`config.mk`:
```
export PLATFORM = sky130hd
export DESIGN_NAME = cov_ctrl
export DESIGN_NICKNAME = d
export VERILOG_FILES = /design/src/design/cov_pkg.sv /design/src/design/cov_ctrl.sv
export SDC_FILE = /design/constraint.sdc
export NUM_CORES = 1
export LEC_CHECK = 0
export ABC_AREA = 1
export BUFFER_PORTS_ARGS = -buffer_cell sky130_fd_sc_hd__buf_2
export CAP_MARGIN = 25
export CORE_AREA = 4 4 41 43
export DETAILED_ROUTE_END_ITERATION = 6
export DIE_AREA = 0 0 45 47
export GPL_TIMING_DRIVEN = 0
export PLACE_DENSITY = 0.53
export SYNTH_ARGS = -nofsm -noshare
export SYNTH_HDL_FRONTEND = slang
export SYNTH_SLANG_ARGS = --single-unit
```
`constraint.sdc`:
```
create_clock -name clk -period 1.23 [get_ports clk]
set_input_delay 0.0615 -clock clk [delete_from_list [all_inputs] [get_ports clk]]
set_output_delay 0.0615 -clock clk [all_outputs]
set_load 0.02 [all_outputs]
```
`src/design/cov_pkg.sv`:
```
`timescale 1ns / 1ps

package cov_pkg;

  localparam int WORD_W = 32;
  localparam int WIDE_W = 66;
  localparam int MUL_W  = 33;
  localparam int CPL_W  = 34;
  localparam int CFG_AW = 3;

  typedef enum logic [CFG_AW-1:0] {
    REG_SPRING_GAIN   = 3'd0,
    REG_COUPLING_GAIN = 3'd1,
    REG_INV_STEP      = 3'd2,
    REG_STEP_SIZE     = 3'd3,
    REG_START_POS_A   = 3'd4,
    REG_START_POS_B   = 3'd5,
    REG_START_VEL_A   = 3'd6,
    REG_START_VEL_B   = 3'd7
  } reg_idx_t;

  localparam logic [WORD_W-1:0] RST_SPRING_GAIN   = 32'd214748;
  localparam logic [WORD_W-1:0] RST_COUPLING_GAIN = 32'd343597;
  localparam logic [WORD_W-1:0] RST_INV_STEP      = 32'd6553600;
  localparam logic [WORD_W-1:0] RST_STEP_SIZE     = 32'd42949673;
  localparam logic [WORD_W-1:0] RST_START_POS_A   = 32'd4194304;
  localparam logic [WORD_W-1:0] RST_START_POS_B   = 32'd8388608;
  localparam logic [WORD_W-1:0] RST_START_VEL_A   = 32'd104858;
  localparam logic [WORD_W-1:0] RST_START_VEL_B   = 32'd104858;

  typedef enum logic [3:0] {
    ST_IDLE,
    ST_LOAD,
    ST_PVA,
    ST_PVB,
    ST_CPL,
    ST_SA,
    ST_SB,
    ST_NB,
    ST_VA,
    ST_VB,
    ST_DONE
  } state_t;

  typedef enum logic [2:0] {
    MUL_VA,
    MUL_VB,
    MUL_CPL,
    MUL_SA,
    MUL_SB,
    MUL_VELA,
    MUL_VELB
  } mul_op_t;

  typedef enum logic [3:0] {
    ACT_NONE,
    ACT_LOAD,
    ACT_PREV_A,
    ACT_PREV_B,
    ACT_CPL,
    ACT_NEW_A,
    ACT_NEW_B,
    ACT_VEL_A,
    ACT_VEL_B,
    ACT_COMMIT
  } act_t;

  typedef struct packed {
    mul_op_t mul_op;
    act_t    act;
    logic    clear_sat;
  } cmd_t;

  typedef struct packed {
    logic signed [WORD_W-1:0] val;
    logic                     hit;
  } clip_res_t;

endpackage

```
`src/design/cov_ctrl.sv`:
```
`timescale 1ns / 1ps

module cov_ctrl (
  input  logic        clk,
  input  logic        rst_n,
  input  logic        in_valid,
  input  logic        in_restart,
  input  logic        out_stall,
  output logic        in_stall,
  output logic        out_valid,
  output cov_pkg::cmd_t cmd
);
  import cov_pkg::*;

  state_t state_r, state_nxt;
  logic   out_valid_r, out_valid_nxt;
  logic   out_free;

  assign out_free  = !out_valid_r || !out_stall;
  assign in_stall  = (state_r != ST_IDLE);
  assign out_valid = out_valid_r;

  always_comb begin
    state_nxt = state_r;
    case (state_r)
      ST_IDLE: begin
        if (in_valid) begin
          state_nxt = in_restart ? ST_LOAD : ST_CPL;
        end
      end
      ST_LOAD: state_nxt = ST_PVA;
      ST_PVA:  state_nxt = ST_PVB;
      ST_PVB:  state_nxt = ST_SA;
      ST_CPL:  state_nxt = ST_SA;
      ST_SA:   state_nxt = ST_SB;
      ST_SB:   state_nxt = ST_NB;
      ST_NB:   state_nxt = ST_VA;
      ST_VA:   state_nxt = ST_VB;
      ST_VB:   state_nxt = ST_DONE;
      ST_DONE: begin
        if (out_free) begin
          state_nxt = ST_IDLE;
        end
      end
      default: state_nxt = ST_IDLE;
    endcase
  end

  always_comb begin
    cmd.mul_op    = MUL_CPL;
    cmd.act       = ACT_NONE;
    cmd.clear_sat = 1'b0;
    case (state_r)
      ST_IDLE: cmd.clear_sat = in_valid;
      ST_LOAD: begin
        cmd.mul_op = MUL_VA;
        cmd.act    = ACT_LOAD;
      end
      ST_PVA: begin
        cmd.mul_op = MUL_VB;
        cmd.act    = ACT_PREV_A;
      end
      ST_PVB: begin
        cmd.mul_op = MUL_CPL;
        cmd.act    = ACT_PREV_B;
      end
      ST_CPL: cmd.mul_op = MUL_CPL;
      ST_SA: begin
        cmd.mul_op = MUL_SA;
        cmd.act    = ACT_CPL;
      end
      ST_SB: begin
        cmd.mul_op = MUL_SB;
        cmd.act    = ACT_NEW_A;
      end
      ST_NB: begin
        cmd.mul_op = MUL_VELA;
        cmd.act    = ACT_NEW_B;
      end
      ST_VA: begin
        cmd.mul_op = MUL_VELB;
        cmd.act    = ACT_VEL_A;
      end
      ST_VB:   cmd.act = ACT_VEL_B;
      ST_DONE: cmd.act = out_free ? ACT_COMMIT : ACT_NONE;
      default: cmd.act = ACT_NONE;
    endcase
  end

  always_comb begin
    out_valid_nxt = out_valid_r;
    if (out_valid_r && !out_stall) begin
      out_valid_nxt = 1'b0;
    end
    if (state_r == ST_DONE && out_free) begin
      out_valid_nxt = 1'b1;
    end
  end

  always_ff @(posedge clk) begin
    if (!rst_n) begin
      state_r     <= ST_IDLE;
      out_valid_r <= 1'b0;
    end else begin
      state_r     <= state_nxt;
      out_valid_r <= out_valid_nxt;
    end
  end

  a_accept_leaves_idle: assert property (@(posedge clk) disable iff (!rst_n)
    (in_valid && !in_stall) |=> (state_r == ST_LOAD || state_r == ST_CPL))
    else $error("accepted transaction did not start a step");

  a_result_from_done: assert property (@(posedge clk) disable iff (!rst_n)
    $rose(out_valid_r) |-> $past(state_r == ST_DONE))
    else $error("result appeared outside the done state");

  a_done_commits: assert property (@(posedge clk) disable iff (!rst_n)
    (state_r == ST_DONE && out_free) |=> (state_r == ST_IDLE && out_valid_r))
    else $error("finished step was not handed to the output register");

  a_restart_path: assert property (@(posedge clk) disable iff (!rst_n)
    (state_r == ST_LOAD) |=> (state_r == ST_PVA) ##1 (state_r == ST_PVB))
    else $error("restart sequence broken");

endmodule

```
==> flow_metrics.py <==
metrics = {
    "layout": {
        "layout.nets": 114,
        "area_growth_pct": 91.62,
        "seq_area_um2": 115.1,
        "multi_input_area_um2": 344.1,
        "stdcell_count": 123,
        "fillers": 123,
        "antennaDiodeCount": 0,
        "drive_above_1_share": 0.6389,
    },
    "sta": {
        "fin_hold_ws_ns": 0.09582,
        "slew_violations": 0,
        "slew-limit-headroom": 0.8768,
        "worst_pin_slew_ns": 0.1843,
        "clock_skew_ns": 0.001443,
        "setup_slack_ns": -0.1133,
        "hold_violations": 0,
        "fin_crit_ns": 1.343,
        "max_freq_mhz": 744.4,
        "finalCritPeriodShare": 1.092,
        "setup_viol": 8,
        "rsz0062_at_grt": "yes",
    },
    "synth": {
        "ys_warn_count": 0,
        "syn_nets": 80,
        "syn_area_per_cell_um2": 5.572,
        "synth_top_area_share": 0.2395,
        "yosysSeqAreaShare": 0.2395,
        "netlist-cell-type-count": 14,
        "ys_async_sr_fraction": 0,
        "synth_area_um2": 417.9,
        "synth_top_area_cell": "dfxtp_1",
        "netlist_instances": 75,
        "synthTopCellsByArea": "dfxtp_1, nand2_1, inv_1",
        "synth_common_cells": "nand2_1, inv_1, nor2_1",
        "synth_most_common_cell": "nand2_1",
        "synth-main-ff-cell": "dfxtp_1",
        "synth_edf_count": 0,
        "ys_seq_elements": 5,
    },
    "floorplan": {
        "core_um2": 1301,
        "design.die.area_um2": 2115,
        "die_height_um": 47,
        "ios": 15,
        "rows": 13,
        "die_w_um": 45,
        "start_util": 0.3212,
    },
    "routing": {
        "first_pass_iters": 4,
        "initialDrtViolationCount": 7,
        "wl_per_cell_um": 10.78,
        "postRouteAntennaNets": 0,
        "route.vias.total": 560,
        "viasPerCell": 4.553,
        "routed_wl_um": 1326,
        "drc_errors": 0,
    },
    "power_and_ir_drop": {
        "p_per_area_nw_per_um2": 2910,
        "leakage_nw": 0.4459,
        "power_mw": 2.331,
        "vdd_drop_max_mv": 1.237,
    },
    "run": {
        "drv_cap": 0,
    },
    "global_route": {
        "grt_pass1_vias": 557,
        "grt_usage": 0.1457,
        "grt_max_degree": 8,
        "overflow": 0,
        "grt_pass1_wl_um": 2242,
        "antenna_found_initial": 0,
    },
    "placed_design": {
        "gp_congestion": 0.7456,
        "portBuffers": 14,
        "hpwlAfterDp_um": 819.9,
        "post-place-cells": 104,
    },
    "clock_tree": {
        "cts_tree": "built",
        "clk_pin_slew_worst_paths_ns": 0.04,
        "cts-buffers-inserted": 3,
        "clock_path_buffers": 2,
        "htreeDepth": 1,
        "cts.sinks": 5,
        "root_buffer": "clkbuf_4",
        "clock_latency_ns": 0.24,
        "cts_hold_buffers": 0,
    },
    "worst_setup_path": {
        "required_ns": 1.17,
        "r2r_cells": 10,
        "cp.arrival_ns": 1.28,
        "end_kind": "primary output",
        "timing_worst_setup_path_type": "reg2out",
        "crit_fanout": 5,
        "start_kind": "flop",
    },
    "worst_hold_path": {
        "whs_path_depth": 3,
        "hp-class": "in2reg",
    },
    "outcome": {
        "outcome": "complete, but fails checks",
        "failed_checks": "setup timing",
    },
}
==> logic make-up after synthesis <==
family	after synthesis	synth area share
AO/OA/AOI/OAI	9	0.1198
buffers and inverters	15	0.1347
flip-flops	5	0.2395
AND/OR/NAND/NOR	46	0.5060
==> per-stage QoR <==
stage / cell area (um^2) / setup slack [ns] / utilization / setup TNS (ns)
2_1_floorplan: 417.9 / 0.01628 / - / 0
6_report: 800.8 / -0.1133 / 0.6154 / -0.4903
3_5_place_dp: 506.7 / -0.01257 / 0.3894 / -0.01257
3_3_place_gp: 506.7 / 0.009489 / 0.3894 / 0
4_1_cts: 721.9 / -0.1265 / 0.5548 / -0.5013
5_1_grt: 800.8 / -0.2017 / 0.6154 / -1.162
==> worst paths after layout <==
check | start | to | slack, ns
worst max-delay path | state_r[2]$_SDFFE_PN0P_ | cmd[6] | -0.11
worst min-delay path | rst_n | state_r[2]$_SDFFE_PN0P_ | 0.1
worst max register to register | state_r[0]$_SDFFE_PN0P_ | state_r[0]$_SDFFE_PN0P_ | -0.02
worst min register to register | out_valid$_SDFFE_PN0P_ | out_valid$_SDFFE_PN0P_ | 0.54
==> final cells by class <==
type,instances,area share
Multi-Input combinational cell,55,0.4297
Timing Repair Buffer,29,0.2938
Sequential cell,5,0.1437
Inverter,15,0.07656
Clock buffer,4,0.03281
Tap cell,15,0.02344
==> state kept, by name, indices dropped and copies added (netlist names) <==
name and flops:
state_r 4, out_valid 1
==> routing by layer <==
layer | GRT usage | part of all wire
met5 | 0 | 0
met4 | 0.09942 | 0.032
met3 | 0.01916 | 0.052
met2 | 0.2627 | 0.51
met1 | 0.1579 | 0.41
==> cell usage in the layout, fill, tap and decap left out <==
cell type	instances
nor2_4	7
a21oi_1	4
dfxtp_4	4
nand3_1	1
inv_1	7
buf_6	8
clkbuf_1	1
buf_4	16
nand3_2	2
inv_4	2
a21oi_2	1
clkbuf_4	3
o211ai_1	1
o22ai_2	1
nor2_1	6
nand2_2	10
o21ai_1	1
nand2_4	2
nor2_2	2
inv_2	6
nand2_1	16
dfxtp_1	1
a31oi_1	1
buf_2	5
==> timing repair <==
item	in CTS	in global routing
pin swaps	11	11
endpoints found under the setup margin	9	12
gates resized for setup	40	14
setup buffers	11	4
==> worst max-delay path, cell delays in order (launching register included) <==
cell,delay [ns]
dfxtp_4,0.37
inv_4,0.04
nor2_4,0.16
nand2_2,0.09
a31oi_1,0.16
nand2_1,0.08
buf_6,0.13
==> where the power goes <==
group | leakage (nW) | switching, mW | internal (mW)
Clock | 0.0150 | 0.0694 | 0.123
Combinational | 0.387 | 0.913 | 0.865
Sequential | 0.0437 | 0.121 | 0.239
(Power assumes the default switching activity.)
